===== src/rtl/srlw_pkg.sv =====
`default_nettype none

package srlw_pkg;

  localparam int unsigned LINE_BYTES_DEF = 16;

  // input word kinds (in_tuser)
  localparam logic [1:0] KIND_PUT    = 2'd0;
  localparam logic [1:0] KIND_FINISH = 2'd1;
  localparam logic [1:0] KIND_START  = 2'd2;

  localparam int unsigned HDR_LEN = 21;
  localparam int unsigned END_LEN = 11;

  localparam logic [7:0] CHR_S  = 8'h53;
  localparam logic [7:0] CHR_1  = 8'h31;
  localparam logic [7:0] CHR_NL = 8'h0A;

  function automatic logic [7:0] hex_char(input logic [3:0] nib);
    hex_char = (nib < 4'd10) ? (8'h30 + {4'h0, nib}) : (8'h37 + {4'h0, nib});
  endfunction

  // "S00800004" "64C41534889\n"
  function automatic logic [7:0] hdr_char(input logic [4:0] idx);
    case (idx)
      5'd0:    hdr_char = "S";
      5'd1:    hdr_char = "0";
      5'd2:    hdr_char = "0";
      5'd3:    hdr_char = "8";
      5'd4:    hdr_char = "0";
      5'd5:    hdr_char = "0";
      5'd6:    hdr_char = "0";
      5'd7:    hdr_char = "0";
      5'd8:    hdr_char = "4";
      5'd9:    hdr_char = "6";
      5'd10:   hdr_char = "4";
      5'd11:   hdr_char = "C";
      5'd12:   hdr_char = "4";
      5'd13:   hdr_char = "1";
      5'd14:   hdr_char = "5";
      5'd15:   hdr_char = "3";
      5'd16:   hdr_char = "4";
      5'd17:   hdr_char = "8";
      5'd18:   hdr_char = "8";
      5'd19:   hdr_char = "9";
      5'd20:   hdr_char = CHR_NL;
      default: hdr_char = CHR_NL;
    endcase
  endfunction

  // "S9030000FC\n"
  function automatic logic [7:0] end_char(input logic [4:0] idx);
    case (idx)
      5'd0:    end_char = "S";
      5'd1:    end_char = "9";
      5'd2:    end_char = "0";
      5'd3:    end_char = "3";
      5'd4:    end_char = "0";
      5'd5:    end_char = "0";
      5'd6:    end_char = "0";
      5'd7:    end_char = "0";
      5'd8:    end_char = "F";
      5'd9:    end_char = "C";
      5'd10:   end_char = CHR_NL;
      default: end_char = CHR_NL;
    endcase
  endfunction

endpackage

`default_nettype wire


===== src/rtl/srlw_buf.sv =====
`default_nettype none

// Line buffer: one write port, one read port with registered data.
module srlw_buf #(
  parameter int unsigned LINE_BYTES = 16,
  parameter int unsigned IDX_W      = 4
) (
  input  wire logic             clk,
  input  wire logic             wr_en,
  input  wire logic [IDX_W-1:0] wr_addr,
  input  wire logic [7:0]       wr_data,
  input  wire logic [IDX_W-1:0] rd_addr,
  output logic      [7:0]       rd_data
);

  logic [7:0] mem [LINE_BYTES];

  always_ff @(posedge clk) begin
    if (wr_en) begin
      mem[wr_addr] <= wr_data;
    end
  end

  always_ff @(posedge clk) begin
    rd_data <= mem[rd_addr];
  end

endmodule

`default_nettype wire


===== src/rtl/srecord_line_writer.sv =====
`default_nettype none

// S19 text writer.
// Input channel (in_*): one word per command. in_tuser carries the kind
// (put byte, finish, start); in_tdata carries the data byte and its address.
// A put stores the byte into the line buffer; the word that fills the
// buffer starts an S1 line. Finish writes out any partial line as S1, then
// the fixed S9 line. Start empties the buffer and writes the S0 header.
// Output channel (out_*): one ASCII character per word; out_tlast marks the
// final character caused by one input word.
// Timing: a word that starts output loads the sequencer state, from which
// the first character is registered; then one character per cycle while
// out_tready is high. An S1 line of n bytes is 11 + 2n characters (43 for
// a full 16-byte line), S0 is 21, S9 is 11. in_tready is low while a line
// is being written, so a put that fills the buffer holds off the next word
// until its line is written. Data bytes are fetched from the buffer RAM
// ahead of use. A stall on out_tready freezes the sequencer; nothing is lost.
// Reset (rst_n low, synchronous) empties the buffer and idles the block.
module srecord_line_writer
  import srlw_pkg::*;
#(
  parameter int unsigned LINE_BYTES = LINE_BYTES_DEF
) (
  input  wire logic        clk,
  input  wire logic        rst_n,
  input  wire logic        in_tvalid,
  output logic             in_tready,
  input  wire logic [23:0] in_tdata,   // [7:0] data, [23:8] address
  input  wire logic [1:0]  in_tuser,   // [1:0] kind
  output logic             out_tvalid,
  input  wire logic        out_tready,
  output logic      [7:0]  out_tdata,  // [7:0] out_char
  output logic             out_tlast   // last
);

  localparam int unsigned IDX_W = (LINE_BYTES > 1) ? $clog2(LINE_BYTES) : 1;
  localparam int unsigned FC_W  = $clog2(LINE_BYTES + 1);
  localparam int unsigned BI_W  = $clog2(LINE_BYTES + 4);

  typedef enum logic [6:0] {
    ST_IDLE = 7'b0000001,
    ST_FIX  = 7'b0000010,
    ST_LS   = 7'b0000100,
    ST_L1   = 7'b0001000,
    ST_LHI  = 7'b0010000,
    ST_LLO  = 7'b0100000,
    ST_LNL  = 7'b1000000
  } state_t;

  state_t           state_r, state_nxt;
  logic [FC_W-1:0]  fill_r, fill_nxt;
  logic [FC_W-1:0]  cnt_r, cnt_nxt;
  logic [15:0]      addr_r, addr_nxt;
  logic [BI_W-1:0]  bi_r, bi_nxt;
  logic [IDX_W-1:0] rd_idx_r, rd_idx_nxt;
  logic [7:0]       cur_r, cur_nxt;
  logic [7:0]       sum_r, sum_nxt;
  logic [4:0]       fx_r, fx_nxt;
  logic             hdr_sel_r, hdr_sel_nxt;
  logic             then_end_r, then_end_nxt;
  logic             ov_r, ov_nxt;
  logic [7:0]       och_r, och_nxt;
  logic             olast_r, olast_nxt;

  logic [1:0]       kind;
  logic [7:0]       in_data;
  logic [15:0]      in_addr;
  logic             acc;
  logic             adv;
  logic             wr_en;
  logic [7:0]       rd_q;
  logic [FC_W-1:0]  fill_inc;
  logic [7:0]       fix_ch;
  logic             fix_end;
  logic [7:0]       next_byte;
  logic             next_is_sum;

  assign kind    = in_tuser;
  assign in_data = in_tdata[7:0];
  assign in_addr = in_tdata[23:8];

  assign in_tready = (state_r == ST_IDLE);
  assign acc       = in_tvalid && in_tready;
  assign adv       = (state_r != ST_IDLE) && (!ov_r || out_tready);
  assign wr_en     = acc && (kind == KIND_PUT);
  assign fill_inc  = fill_r + FC_W'(1);

  srlw_buf #(
    .LINE_BYTES (LINE_BYTES),
    .IDX_W      (IDX_W)
  ) u_buf (
    .clk     (clk),
    .wr_en   (wr_en),
    .wr_addr (fill_r[IDX_W-1:0]),
    .wr_data (in_data),
    .rd_addr (rd_idx_r),
    .rd_data (rd_q)
  );

  assign fix_ch  = hdr_sel_r ? hdr_char(fx_r) : end_char(fx_r);
  assign fix_end = hdr_sel_r ? (fx_r == 5'(HDR_LEN - 1)) : (fx_r == 5'(END_LEN - 1));

  // byte following bi_r: address high, address low, data..., checksum
  always_comb begin
    next_is_sum = (bi_r == BI_W'(cnt_r) + BI_W'(2));
    if (bi_r == BI_W'(0)) begin
      next_byte = addr_r[15:8];
    end else if (bi_r == BI_W'(1)) begin
      next_byte = addr_r[7:0];
    end else if (next_is_sum) begin
      next_byte = ~sum_r;
    end else begin
      next_byte = rd_q;
    end
  end

  always_comb begin
    state_nxt    = state_r;
    fill_nxt     = fill_r;
    cnt_nxt      = cnt_r;
    addr_nxt     = addr_r;
    bi_nxt       = bi_r;
    rd_idx_nxt   = rd_idx_r;
    cur_nxt      = cur_r;
    sum_nxt      = sum_r;
    fx_nxt       = fx_r;
    hdr_sel_nxt  = hdr_sel_r;
    then_end_nxt = then_end_r;
    ov_nxt       = ov_r && !out_tready;
    och_nxt      = och_r;
    olast_nxt    = olast_r;

    if (acc) begin
      case (kind)
        KIND_PUT: begin
          if (fill_r == '0) begin
            addr_nxt = in_addr;
          end
          if (fill_inc == FC_W'(LINE_BYTES)) begin
            fill_nxt     = '0;
            cnt_nxt      = fill_inc;
            then_end_nxt = 1'b0;
            state_nxt    = ST_LS;
            cur_nxt      = 8'(fill_inc) + 8'd3;
            sum_nxt      = 8'(fill_inc) + 8'd3;
            bi_nxt       = '0;
            rd_idx_nxt   = '0;
          end else begin
            fill_nxt = fill_inc;
          end
        end
        KIND_FINISH: begin
          fx_nxt      = '0;
          hdr_sel_nxt = 1'b0;
          if (fill_r != '0) begin
            fill_nxt     = '0;
            cnt_nxt      = fill_r;
            then_end_nxt = 1'b1;
            state_nxt    = ST_LS;
            cur_nxt      = 8'(fill_r) + 8'd3;
            sum_nxt      = 8'(fill_r) + 8'd3;
            bi_nxt       = '0;
            rd_idx_nxt   = '0;
          end else begin
            state_nxt = ST_FIX;
          end
        end
        KIND_START: begin
          fill_nxt    = '0;
          fx_nxt      = '0;
          hdr_sel_nxt = 1'b1;
          state_nxt   = ST_FIX;
        end
        default: begin
        end
      endcase
    end

    if (adv) begin
      ov_nxt    = 1'b1;
      olast_nxt = 1'b0;
      case (state_r)
        ST_FIX: begin
          och_nxt   = fix_ch;
          olast_nxt = fix_end;
          if (fix_end) begin
            state_nxt = ST_IDLE;
          end else begin
            fx_nxt = fx_r + 5'd1;
          end
        end
        ST_LS: begin
          och_nxt   = CHR_S;
          state_nxt = ST_L1;
        end
        ST_L1: begin
          och_nxt   = CHR_1;
          state_nxt = ST_LHI;
        end
        ST_LHI: begin
          och_nxt   = hex_char(cur_r[7:4]);
          state_nxt = ST_LLO;
        end
        ST_LLO: begin
          och_nxt = hex_char(cur_r[3:0]);
          if (bi_r == BI_W'(cnt_r) + BI_W'(3)) begin
            state_nxt = ST_LNL;
          end else begin
            cur_nxt   = next_byte;
            bi_nxt    = bi_r + BI_W'(1);
            state_nxt = ST_LHI;
            if (!next_is_sum) begin
              sum_nxt = sum_r + next_byte;
            end
            // data bytes advance the prefetch pointer
            if (bi_r > BI_W'(1) && !next_is_sum) begin
              rd_idx_nxt = rd_idx_r + IDX_W'(1);
            end
          end
        end
        ST_LNL: begin
          och_nxt   = CHR_NL;
          olast_nxt = !then_end_r;
          if (then_end_r) begin
            fx_nxt      = '0;
            hdr_sel_nxt = 1'b0;
            state_nxt   = ST_FIX;
          end else begin
            state_nxt = ST_IDLE;
          end
        end
        default: begin
          state_nxt = ST_IDLE;
        end
      endcase
    end
  end

  always_ff @(posedge clk) begin
    if (!rst_n) begin
      state_r <= ST_IDLE;
      fill_r  <= '0;
      addr_r  <= '0;
      ov_r    <= 1'b0;
    end else begin
      state_r <= state_nxt;
      fill_r  <= fill_nxt;
      addr_r  <= addr_nxt;
      ov_r    <= ov_nxt;
    end
  end

  always_ff @(posedge clk) begin
    cnt_r      <= cnt_nxt;
    bi_r       <= bi_nxt;
    rd_idx_r   <= rd_idx_nxt;
    cur_r      <= cur_nxt;
    sum_r      <= sum_nxt;
    fx_r       <= fx_nxt;
    hdr_sel_r  <= hdr_sel_nxt;
    then_end_r <= then_end_nxt;
    och_r      <= och_nxt;
    olast_r    <= olast_nxt;
  end

  assign out_tvalid = ov_r;
  assign out_tdata  = och_r;
  assign out_tlast  = olast_r;

endmodule

`default_nettype wire

===== config.mk =====
export PLATFORM = sky130hd
export DESIGN_NAME = srecord_line_writer
export DESIGN_NICKNAME = d
export VERILOG_FILES = /design/src/rtl/srlw_pkg.sv /design/src/rtl/srlw_buf.sv /design/src/rtl/srecord_line_writer.sv
export SDC_FILE = /design/constraint.sdc
export NUM_CORES = 1
export LEC_CHECK = 0
export ABC_AREA = 1
export BUFFER_PORTS_ARGS = -buffer_cell sky130_fd_sc_hd__buf_2
export CORE_ASPECT_RATIO = 1.5
export CORE_MARGIN = 5
export CORE_UTILIZATION = 35
export DETAILED_ROUTE_END_ITERATION = 16
export SLEW_MARGIN = 10
export SYNTH_ARGS = -nofsm -noshare
export SYNTH_HDL_FRONTEND = slang
export SYNTH_SLANG_ARGS = --single-unit

===== constraint.sdc =====
create_clock -name clk -period 4.6 [get_ports clk]
set_input_delay 0.23 -clock clk [delete_from_list [all_inputs] [get_ports clk]]
set_output_delay 0.23 -clock clk [all_outputs]
set_load 0.02 [all_outputs]

; Yosys cells after proc, flatten, opt, wreduce, memory -nomap -nowiden
; Memories as Yosys holds them, arrays and structs flattened. A register that Yosys moved wholly into a read port is not among the register bits.
; Index checks and enable logic that the tools add are counted.
[totals]
reg_bits = 75
latchBits = 0
output_inout_bits = 11
rom_bits = 336
mem_count = 3
ram_bits = 128
[mem_list]
columns = memory, words, width, rd, rd_ports_with_merged_regs, write_ports, line
row1 = (no name shown), 32, 7, 1, 1, 0, srlw_pkg.sv:25  ; case (idx)
row2 = u_buf.mem, 16, 8, 1, 1, 1, srlw_buf.sv:16  ; logic [7:0] mem [LINE_BYTES];
row3 = (no name shown), 16, 7, 1, 1, 0, srlw_pkg.sv:53  ; case (idx)
[op_classes]
shifts = 0
n_addsub = 13
reduce_logical = 22
n_lt_le_gt_ge = 3
n_mul = 0
mux = 72
bitwise = 1
eq_ne = 18
n_div = 0
[ops]
columns = op, count
row1 = 2-to-1 mux 8 bit, 18
row2 = 2-to-1 mux 5 bit, 15
row3 = 2-to-1 mux 7 bit, 7
row4 = one-hot mux 8 bit (6 select lines), 1
row5 = one-hot mux 7 bit (6 select lines), 1
row6 = one-hot mux 8 bit (2 select lines), 2
row7 = one-hot mux 5 bit (2 select lines), 3
row8 = "adder 6 x 4 -> 7 bit, first input constant", 4
row9 = 2-to-1 mux 4 bit, 7
row10 = one-hot mux 7 bit (3 select lines), 1
row11 = "adder 5 x 1 -> 5 bit, second input constant", 3
row12 = one-hot mux 5 bit (3 select lines), 1
row13 = "adder 5 x 2 -> 6 bit, second input constant", 2
row14 = "adder 5 x 2 -> 5 bit, second input constant", 2
row15 = equality test 5 bit, 2
row16 = "equality test 5 bit, second input constant", 2
row17 = zero test 5 bit, 2
row18 = 2-to-1 mux 1 bit, 10
row19 = adder 8 bit, 1
row20 = "< comparator 4 bit, second input constant", 2
row21 = inverter 8 bit, 1
row22 = one-hot mux 4 bit (2 select lines), 1
row23 = "equality test 7 x 1 -> 1 bit, second input constant", 1
row24 = "equality test 7 x 2 -> 1 bit, second input constant", 1
row25 = 29 further kinds, 39

; Longest topological paths before layout
; Gate-level depths: netlist of the first run.
[depth]
word_depth = 10
ltp_mapped = 24
mapped_depth_nobuf = 23

; Hierarchy
; From an unflattened synthesis of the first run, not the netlist that was laid out.
[hier_totals]
cells_unflattened = 1323
area_unflattened_um2 = 11370.9
[by_module_without_submodules]
columns = module, area_per_inst_um2, n_inst, cells_per_inst
row1 = srlw_buf, 5766.8, 1, 551
row2 = srecord_line_writer, 5604.1, 1, 772

; Least setup slack after synthesis of the first run
; No wires, ideal clock.
[synth_path]
kind = register -> register
from = reg cnt_r[1]
to = reg sum_r[6]
stages_incl_launch_ff = 23
period_less_slack_ns = 2.919
setup_time_ns = 0.069
setup_slack_ns = 1.681
n_path_buf = 1
arrival_time_ns = 2.850
required_time_ns = 4.531
cell_sequence = edfxtp_1 -> inv_1 -> ha_1 -> inv_1 -> nand2_1 -> nand2_1 -> nand2_1 -> nor2_1 -> nand3_2 -> buf_2 -> nand2_1 -> o211ai_1 -> o211ai_1 -> nand2_1 -> ha_1 -> fa_1 -> nand3_1 -> nand2_1 -> a21oi_1 -> o21bai_1 -> nand2_1 -> nand2_1 -> o21ai_1
[synth_between]
elab_chain_len = 10
word_cells_on_any_way = 12
[synth_lines]
columns = element, line
row1 = from (decl), srecord_line_writer.sv:52  ; logic [FC_W-1:0] cnt_r, cnt_nxt;
row2 = from (signal assigned), srecord_line_writer.sv:254  ; cnt_r <= cnt_nxt;
row3 = adder 5 x 2 -> 5 bit, srecord_line_writer.sv:105  ; next_is_sum = (bi_r == BI_W'(cnt_r) + BI_W'(2));
row4 = equality test 5 bit, srecord_line_writer.sv:105
row5 = 2-to-1 mux 8 bit, srecord_line_writer.sv:110  ; end else if (next_is_sum) begin
row6 = 2-to-1 mux 8 bit, srecord_line_writer.sv:108  ; end else if (bi_r == BI_W'(1)) begin
row7 = 2-to-1 mux 8 bit, srecord_line_writer.sv:106  ; if (bi_r == BI_W'(0)) begin
row8 = adder 8 bit, srecord_line_writer.sv:213  ; sum_nxt = sum_r + next_byte;
row9 = 2-to-1 mux 8 bit, srecord_line_writer.sv:212  ; if (!next_is_sum) begin
row10 = 2-to-1 mux 8 bit (*), srecord_line_writer.sv:206  ; if (bi_r == BI_W'(cnt_r) + BI_W'(3)) begin
row11 = 2-to-1 mux 8 bit (*), srecord_line_writer.sv:182  ; case (state_r)
row12 = 2-to-1 mux 8 bit (*), srecord_line_writer.sv:179  ; if (adv) begin
row13 = via sum_nxt[6], srecord_line_writer.sv:57  ; logic [7:0] sum_r, sum_nxt;
row14 = to (signal assigned), srecord_line_writer.sv:258  ; sum_r <= sum_nxt;
row15 = to (decl), srecord_line_writer.sv:57
; The timed path passes the listed nets; every way through them passes the cells marked *.
; A chain may end at the register's enable or synchronous reset.

; Final worst setup path of the first run
; Same ends and word-level chain as after synthesis.

==> impl.org, run 1 <==
** Clock tree
- Counting along the longest clock path gives a buffer depth of 3.
- Clk pin slew, worst setup/hold paths :: 60 ps
- Post-CTS resize count :: 0
- Clock insertion delay at the later pin of the skew report :: 510 ps
- Root Buffer Master :: sky130_fd_sc_hd__clkbuf_16
- Clock H-tree levels :: 1
- TritonCTS built the clock tree.
- In this run, CTS created clock tree buffers numbering 23.
- Total clock sinks :: 224

** Logic synthesis
- Synth Instances :: 1124
- After synthesis, the netlist uses 59 different library cells.
- Commonest cells in the netlist :: sky130_fd_sc_hd__nand2_1 (181), sky130_fd_sc_hd__nor2_1 (156), sky130_fd_sc_hd__edfxtp_1 (142)
- Among all cell types in the netlist, the one instantiated most often is sky130_fd_sc_hd__nand2_1.
- Counting flops and latches in the post-synthesis netlist gives 224.
- A synthesized cell averages 9.618 um2.
- Summed over its instances, the top area cell type makes up 39.44% of the synthesized netlist area.
- Yosys mapped a number of flops with a built-in enable equal to 142.
- Nets in the synthesized netlist :: 1187
- Most instantiated flip-flop cell in the synthesis netlist :: sky130_fd_sc_hd__edfxtp_1
- In the synthesized netlist the async set-or-reset flop fraction comes to 0%.
- Part of the Yosys area used for sequential elements :: 54.63%
- Post-synthesis instance area :: 0.01081 mm2
- The biggest area contributor in the post-synthesis netlist is sky130_fd_sc_hd__edfxtp_1.
- Top cells by area in the synthesized netlist :: sky130_fd_sc_hd__edfxtp_1 (39%), sky130_fd_sc_hd__dfxtp_1 (15%), sky130_fd_sc_hd__nand2_1 (6.3%), sky130_fd_sc_hd__nor2_1 (5.4%), sky130_fd_sc_hd__o21ai_0 (4.3%)
- For this run, the number of Yosys warnings is 0.

** Flow run
- Max-Cap Viols :: 0

** GRT
- The first global-routing pass estimated 42440 um of wire.
- Global routing used 15.18% of the available tracks across all layers.
- After global routing the overflow that remains totals 0.
- The number of antenna violations at the first check in global routing was 0.
- Vias in the first global route :: 8127
- Entering global routing, the biggest net connects 45 pins.

** Drt
- Dividing the detail-routed wire length by the instance count gives 16.80 um.
- For this block, the initial DRC count from the detailed router was 560.
- DRC violations left :: 0
- Final Routed Wirelength :: 26640 um
- Router iterations before antenna repair :: 5
- Antenna-violating nets left :: 0
- The final route contains 8055 vias.
- Number of vias per cell :: 5.079

** Setup path
- In this run the critical register-to-register path is captured at sum_r[6].
- Along the worst path, the maximum fanout reaches 17.
- Crit end category :: register
- Req. time, crit path :: 5050 ps
- Critical Path Start :: cnt_r[1]
- Data arrives at the worst endpoint at 3730 ps.
- Following the worst setup path forward leads to its endpoint at sum_r[6].
- The worst register-to-register path begins at cnt_r[1].
- Setup crit start kind :: register
- Across all register-to-register paths, the minimum setup slack is 1310 ps.
- Worst Reg-to-Reg Cells :: 21
- Critical path start-end classification :: reg2reg

** Placement
- Placement Cell Area :: 0.01136 mm2
- The count of buffers added on input and output ports is 39.
- After legalization and detailed placement, the total HPWL measured 19190 um.
- The congestion estimate from routability-driven global placement came to 0.8619.

** Floorplan
- Die Ht :: 225.2 um
- FP Rows :: 78
- In this run the horizontal extent of the chip is 153.5 um.
- Area of the die :: 0.03457 mm2
- Core Box Area :: 0.03035 mm2
- Starting density of the core :: 35.62%
- 41 I/O pins were placed.

** Pwr
- Power density normalized to cell area :: 398.1 mW/mm2
- Summed over all cells, the static leakage comes to 4.587 nW.
- The completed layout was analyzed and its total power is 0.004863 W.
- VDD sags by at most 0.3177 mV.

** Timing
- The clock period could shrink to 3285 ps.
- Tightest hold margin :: 21.55 ps
- Clock skew :: 9.064 ps
- Pins over their slew limit :: 0
- Setup repair after global routing left no endpoint under its margin.
- Total count of hold-check failures in the final report :: 0
- At the pin with the least slew margin, the transition time is 793.9 ps.
- For this run, the top clock speed supported by timing is 0.3044 GHz.
- After layout, the worst path uses 71.42% of the clock period.
- Finish-stage setup viols :: 0
- Summed over all failing endpoints, the final setup total negative slack is 0 ps.
- Measured against its own limit, the worst slew margin works out to 46.88%.

** Final layout
- In the final layout, the share of cells above drive strength 1 is 11.47%.
- Number of nets in the layout :: 1233
- Compared with the post-synthesis result, the final layout area differs by 13.01%.
- Summing all flip-flop and latch instances after layout gives 0.005908 mm2.
- The finished cells cover 0.01222 mm2.
- Filler cells :: 2984
- The number of antenna diodes in the final layout is 0.
- Multi-input gate area in the final layout :: 0.004299 mm2

** Hold path
- Class of the worst hold path :: in2reg
- The worst hold path passes through 3 cells.

** Run status
- The run finished with clean final reports.
-- through the flow --
stage          worst slack (ps)  std cells  util, %
4_1_cts                    1324       1586    40.25
3_3_place_gp               1420       1530    37.41
5_1_grt                    1039       1586    40.25
6_report                   1315       1586    40.25
3_5_place_dp               1344       1530    37.41
2_1_floorplan              1681       1124        -
-- flip-flops by register name, summed over array words and instances (netlist names), named ones only --
signal / cells
state_r: 7
bi_r: 5
cur_r: 8
hdr_sel_r: 1
out_tlast: 1
u_buf.mem: 128
out_tvalid: 1
cnt_r: 5
out_tdata: 7
fill_r: 5
u_buf.rd_data: 8
sum_r: 8
then_end_r: 1
fx_r: 5
addr_r: 16
rd_idx_r: 4
-- logic make-up (layout without fill, tap and decap cells) --
family / count (synthesis) / in the layout / synth area share, %
compound gates: 235 / 235 / 13.51
xor+xnor: 21 / 21 / 1.701
fa+ha+maj: 33 / 33 / 3.889
buf+inv: 147 / 209 / 5.602
flops: 224 / 224 / 54.63
mux: 24 / 24 / 2.222
other cells: 1 / 1 / 0.03469
simple gates: 439 / 439 / 18.41
-- report_power, final --
group	internal [W]	switching [W]
sequential	0.00225	0.000113
combinational	0.000251	0.000470
clock	0.00101	0.000772
total	0.00351	0.00136
-- layout by cell type (no fill, tap or decap), drive strengths merged, types with 2 or more instances in the layout --
| cell | netlist | routed |
|---|---|---|
| o32ai | 8 | 8 |
| nor2 | 168 | 168 |
| inv | 106 | 110 |
| edfxtp | 142 | 142 |
| ha | 32 | 32 |
| nand3b | 2 | 2 |
| a211oi | 3 | 3 |
| nor3 | 6 | 6 |
| nand4 | 8 | 8 |
| xor2 | 12 | 12 |
| nor4 | 3 | 3 |
| buf | 11 | 43 |
| xnor2 | 9 | 9 |
| o211ai | 17 | 17 |
| a22oi | 5 | 5 |
| a21oi | 33 | 33 |
| o221ai | 27 | 27 |
| a221oi | 2 | 2 |
| a22o | 2 | 2 |
| o31ai | 6 | 6 |
| dfxtp | 82 | 82 |
| or2 | 2 | 2 |
| a31oi | 4 | 4 |
| mux2i | 24 | 24 |
| o21ai | 119 | 119 |
| nand3 | 50 | 50 |
| dlygate4sd3 | 0 | 15 |
| o22ai | 3 | 3 |
| clkinv | 4 | 6 |
| clkbuf | 26 | 31 |
| nand2 | 198 | 198 |
| clkinvlp | 0 | 3 |
-- repair_timing --
item                                   4_1_cts  5_1_grt
hold buffers                                15        0
setup buffers                                0        0
endpoints found under the hold margin       15        0
-- layout make-up --
| class | instances | area share [%] |
|---|---|---|
| sequential | 224 | 48.36 |
| inverter | 110 | 3.462 |
| multi-input combinational | 753 | 35.19 |
| timing repair buffer | 58 | 3.073 |
| clock buffer | 31 | 5.070 |
| clock inverter | 10 | 0.7476 |
| tap | 400 | 4.097 |
-- worst min path at each step --
stage	to	slack, ps	from
global route	addr_r[15]	20	in_tdata[23]
global placement	addr_r[1]	460	addr_r[1]
CTS	addr_r[15]	40	in_tdata[23]
finish	addr_r[15]	20	in_tdata[23]
floorplan	u_buf.mem[0][0]	330	in_tdata[0]
detailed placement	addr_r[1]	470	addr_r[1]
-- layer usage --
metal,track usage (%),vias to the layer above,share of wire (%)
met2,29.32,160,53
met1,15.86,3827,38
met4,7.839,0,5.3
li1,-,3993,-
met5,0,-,0
met3,1.960,75,3.2
-- critical path, stage by stage (launching register included) --
cell,delay [ps]
sky130_fd_sc_hd__edfxtp_1,410
sky130_fd_sc_hd__inv_1,90
sky130_fd_sc_hd__ha_1,320
sky130_fd_sc_hd__inv_1,60
sky130_fd_sc_hd__nand2_1,40
sky130_fd_sc_hd__nand2_1,80
sky130_fd_sc_hd__nand2_1,50
sky130_fd_sc_hd__nor2_1,100
sky130_fd_sc_hd__nand3_2,310
sky130_fd_sc_hd__nand2_1,170
sky130_fd_sc_hd__o211ai_1,100
sky130_fd_sc_hd__o211ai_1,130
sky130_fd_sc_hd__nand2_1,80
sky130_fd_sc_hd__ha_1,220
sky130_fd_sc_hd__fa_1,410
sky130_fd_sc_hd__nand3_1,90
sky130_fd_sc_hd__nand2_1,80
sky130_fd_sc_hd__a21oi_1,160
sky130_fd_sc_hd__o21bai_1,90
sky130_fd_sc_hd__nand2_1,60
sky130_fd_sc_hd__nand2_1,50
sky130_fd_sc_hd__o21ai_1,100
No activity file was read; power rests on OpenSTA's default activity.
==> run 2: changes to the inputs <==
==> constraint.sdc (replaced) <==
create_clock -name clk -period 2.7 [get_ports clk]
set_input_delay 0.135 -clock clk [delete_from_list [all_inputs] [get_ports clk]]
set_output_delay 0.135 -clock clk [all_outputs]
set_load 0.02 [all_outputs]
==> run 2 against run 1 <==
Die area unchanged. The flow now finishes with violations (negative setup slack). Final cell count grew 4.9%. Clock skew down 1.4 ps. Critical endpoint unchanged. Maximum frequency rose by 14%. Flip-flop and latch count is the same. Worst hold slack worse by 3.5 ps. Worst setup slack lost 1500 ps. Sequential share of layout area fell by 2.9 points.
==> impl.org, run 2 (synthesized netlist as in run 1, its figures left out) <==
** Drt
- Number of vias per cell :: 4.991 (-1.7%)
- Router iterations before antenna repair :: 5 (unchanged)
- Routed length per placed instance :: 16.78 um (about the same)
- Final Routed Wirelength :: 27910 um (+4.8%)
- DRC violations left :: 0 (unchanged)
- Highest metal layer used by the detailed router :: met4
- The met1 routed wirelength after detailed routing came to 10620 um (+4.2%).
- The met3 wirelength from detailed routing was 889 um (+5.0%).
- The remaining antenna violation count was 0 (unchanged).
- Met2 wire length :: 14780 um (+4.2%)
- The violation count after the first detailed-route iteration is 672 (+20%).
- The routed via count is 8300 (+3.0%).

** Floorplan
- Area of the die :: 0.03457 mm2 (unchanged)
- Die Span X :: 153.5 um (unchanged)
- The chip height came to 225.2 um (unchanged).
- The I/O pin count is 41 (unchanged).
- The effective utilization at floorplan came to 35.62% (unchanged).
- The total number of placement rows is 78 (unchanged).
- Core Box Area :: 0.03035 mm2 (unchanged)

** Setup path
- Delay of the slowest cell on the worst path :: 400 ps (about the same)
- Grouping stages by cell kind, the critical path spends the most delay in simple AND/OR/NAND/NOR gates.
- Count of buffering cells on the critical path with inverters included :: 3 (+1)
- Crit end category :: register
- Req. time, crit path :: 3160 ps (-1890 ps)
- Critical path start-end classification :: reg2reg
- Slowest cell on the critical path :: sky130_fd_sc_hd__edfxtp_1
- Crit Path Max Fanout :: 9 (-8)
- Setup crit start kind :: register
- Counting stages on the worst path, the most repeated cell is sky130_fd_sc_hd__nand2_1.
- Traced cell by cell, the critical path runs through inv_2 > ha_1 > inv_1 > nand2_1 > nand2_1 > nand2_1 > nor2_2 > nand3_2 > buf_12 > nand2_1 > o211ai_1 > o211ai_1 > nand2_1 > ha_4 > fa_2 > nand3_2 > nand2_2 > a21oi_2 > o21bai_1 > nand2_1 > nand2_1 > o21ai_1.
- The data arrival time of the critical path was 3340 ps (-390 ps).

** Clock tree
- Root Buffer Master :: sky130_fd_sc_hd__clkbuf_16
- Clk pin slew, worst setup/hold paths :: 60 ps (about the same)
- CTS tree :: done
- The number of sinks on the clock net came to 224 (unchanged).
- The later-pin clock latency in the skew report is 520 ps (about the same).
- The largest buffer count on any clock path was 3 (unchanged).
- Clock H-tree levels :: 1 (unchanged)
- Number of CTS-inserted buffers :: 23 (unchanged)

** Run status
- The run finished, with violations left.
- The checks that failed: negative setup slack.

** Placement
- IO buf count :: 39 (unchanged)
- The last weighted congestion value of the routability-driven placer was 0.8893 (+3.2%).
- The detailed placer's ending HPWL is 19860 um (+3.5%).

** Final layout
- The number of flip-flops under the largest register name was 128 (unchanged).
- The area of all sequential standard cells came to 0.005908 mm2 (unchanged).
- Count of antenna diodes in the layout :: 0 (unchanged)
- Regs by FF count :: u_buf.mem (128), addr_r (16)
- The share of cells above drive strength 1 was 18.53% (+7.1 points).
- The final layout net count was 1309 (+6.2%).
- The register with the most flip-flops in the final layout is u_buf.mem.
- The top cell types in the final layout, fill and taps aside, are sky130_fd_sc_hd__nand2_1 (179), sky130_fd_sc_hd__nor2_1 (155), sky130_fd_sc_hd__edfxtp_1 (142).
- The count of filler cells inserted in the layout was 2901 (-2.8%).
- The area used by multi-input combinational logic was 0.004398 mm2 (+2.3%).
- Area Overhead vs Synth :: 20.10%
- Commonest non-fill, non-tap cell in the layout :: sky130_fd_sc_hd__nand2_1

** Pwr
- Worst IR drop on VDD :: 0.4622 mV (+45%)
- Power density normalized to cell area :: 668.8 mW/mm2 (+68%)
- Leakage power figure :: 5.024 nW (+9.5%)
- The overall power of the completed layout came to 0.008683 W (+79%).

** Timing
- Post-route fraction of the period consumed by the critical path :: 106.6% (+35 points)
- The post-layout worst setup margin was -177.8 ps (-1493 ps).
- The number of pins exceeding their max-slew limit in the final report is 0 (unchanged).
- The post-route clock skew is 7.705 ps (-1.359 ps).
- The total setup violations reported at the end of the flow came to 7 (+7).
- Total count of hold-check failures in the final report :: 0 (unchanged)
- Worst-Margin Slew :: 801.5 ps (+7.670 ps)
- Fmax :: 0.3475 GHz (+14%)
- The worst relative slew slack is 46.57% (-0.32 points).
- Setup repair after global routing could not meet its margin everywhere.
- Setup Total Neg Slack :: -772.3 ps (-772.3 ps)
- Min cycle time layout :: 2878 ps (-407.4 ps)

** Hold path
- The worst hold path belongs to the class in2reg.

** GRT
- The pin count of the biggest net entering global routing is 48 (+6.7%).
- The number of global-route vias before repair came to 8330 (+2.5%).
- The number of antenna violations at the first check in global routing was 0 (unchanged).
- The global-route wire length before repair is 43770 um (+3.2%).
- The total global routing track utilization was 15.88% (+0.70 points).
- Total congestion overflow after global routing :: 0 (unchanged)

** Flow run
- The total of max-cap violations is 0 (unchanged).
-- run 2: layout make-up --
cell class,instances,area share [%]
Clock buffer,36,5.464
Clock inverter,6,0.5204
Inverter,110,3.257
Multi-Input combinational cell,753,33.87
Sequential cell,224,45.50
Tap cell,400,3.855
Timing Repair Buffer,134,7.526
-- run 2: metal layers --
layer	vias to the layer above	GRT usage (%)
li1	4145	-
met1	3899	16.81
met2	181	29.87
met3	75	2.017
met4	0	9.350
met5	-	0
-- run 2: metrics by stage --
stage,hold WS (ps),instance area (um2),cells,util [%],worst slack [ps]
2_1_floorplan,233.9,10840,1124,-,-111.3
3_3_place_gp,377.9,11870,1592,39.10,-143.8
3_5_place_dp,387.6,11870,1592,39.10,-216.3
4_1_cts,0.9680,12940,1662,42.64,-193.7
5_1_grt,7.002,12980,1663,42.78,-472.8
6_report,18.03,12980,1663,42.78,-177.8
-- run 2: worst reg2reg max path, cell delays in order, from the launching register on --
cell and delay (ps):
sky130_fd_sc_hd__edfxtp_1 400, sky130_fd_sc_hd__inv_2 70, sky130_fd_sc_hd__ha_1 230, sky130_fd_sc_hd__inv_1 60, sky130_fd_sc_hd__nand2_1 40, sky130_fd_sc_hd__nand2_1 70, sky130_fd_sc_hd__nand2_1 60, sky130_fd_sc_hd__nor2_2 90
sky130_fd_sc_hd__nand3_2 90, sky130_fd_sc_hd__buf_12 150, sky130_fd_sc_hd__nand2_1 50, sky130_fd_sc_hd__o211ai_1 90, sky130_fd_sc_hd__o211ai_1 130, sky130_fd_sc_hd__nand2_1 140, sky130_fd_sc_hd__ha_4 190, sky130_fd_sc_hd__fa_2 350
sky130_fd_sc_hd__nand3_2 80, sky130_fd_sc_hd__nand2_2 70, sky130_fd_sc_hd__a21oi_2 140, sky130_fd_sc_hd__o21bai_1 90, sky130_fd_sc_hd__nand2_1 60, sky130_fd_sc_hd__nand2_1 50, sky130_fd_sc_hd__o21ai_1 100
-- run 2: timing repair --
item	CTS	global route
endpoints found under the setup margin	5	8
gates resized for setup	12	9
hold buffers	16	0
setup buffers	12	1
pin swaps	11	12
endpoints found under the hold margin	16	0
-- run 2: worst paths after layout --
| path | startpoint | endpoint | slack [ps] | cells after the start |
|---|---|---|---|---|
| min | in_tdata[7] | u_buf.mem[13][7] | 20 | 1 |
| max | cnt_r[1] | sum_r[6] | -180 | 22 |
| min reg2reg | addr_r[1] | addr_r[1] | 480 | 2 |
| max reg2reg | cnt_r[1] | sum_r[6] | -180 | 22 |
-- run 2: power breakdown --
part           switching [W]  internal (W)
registers           0.000206       0.00383
logic               0.000850      0.000572
clock network        0.00132       0.00191
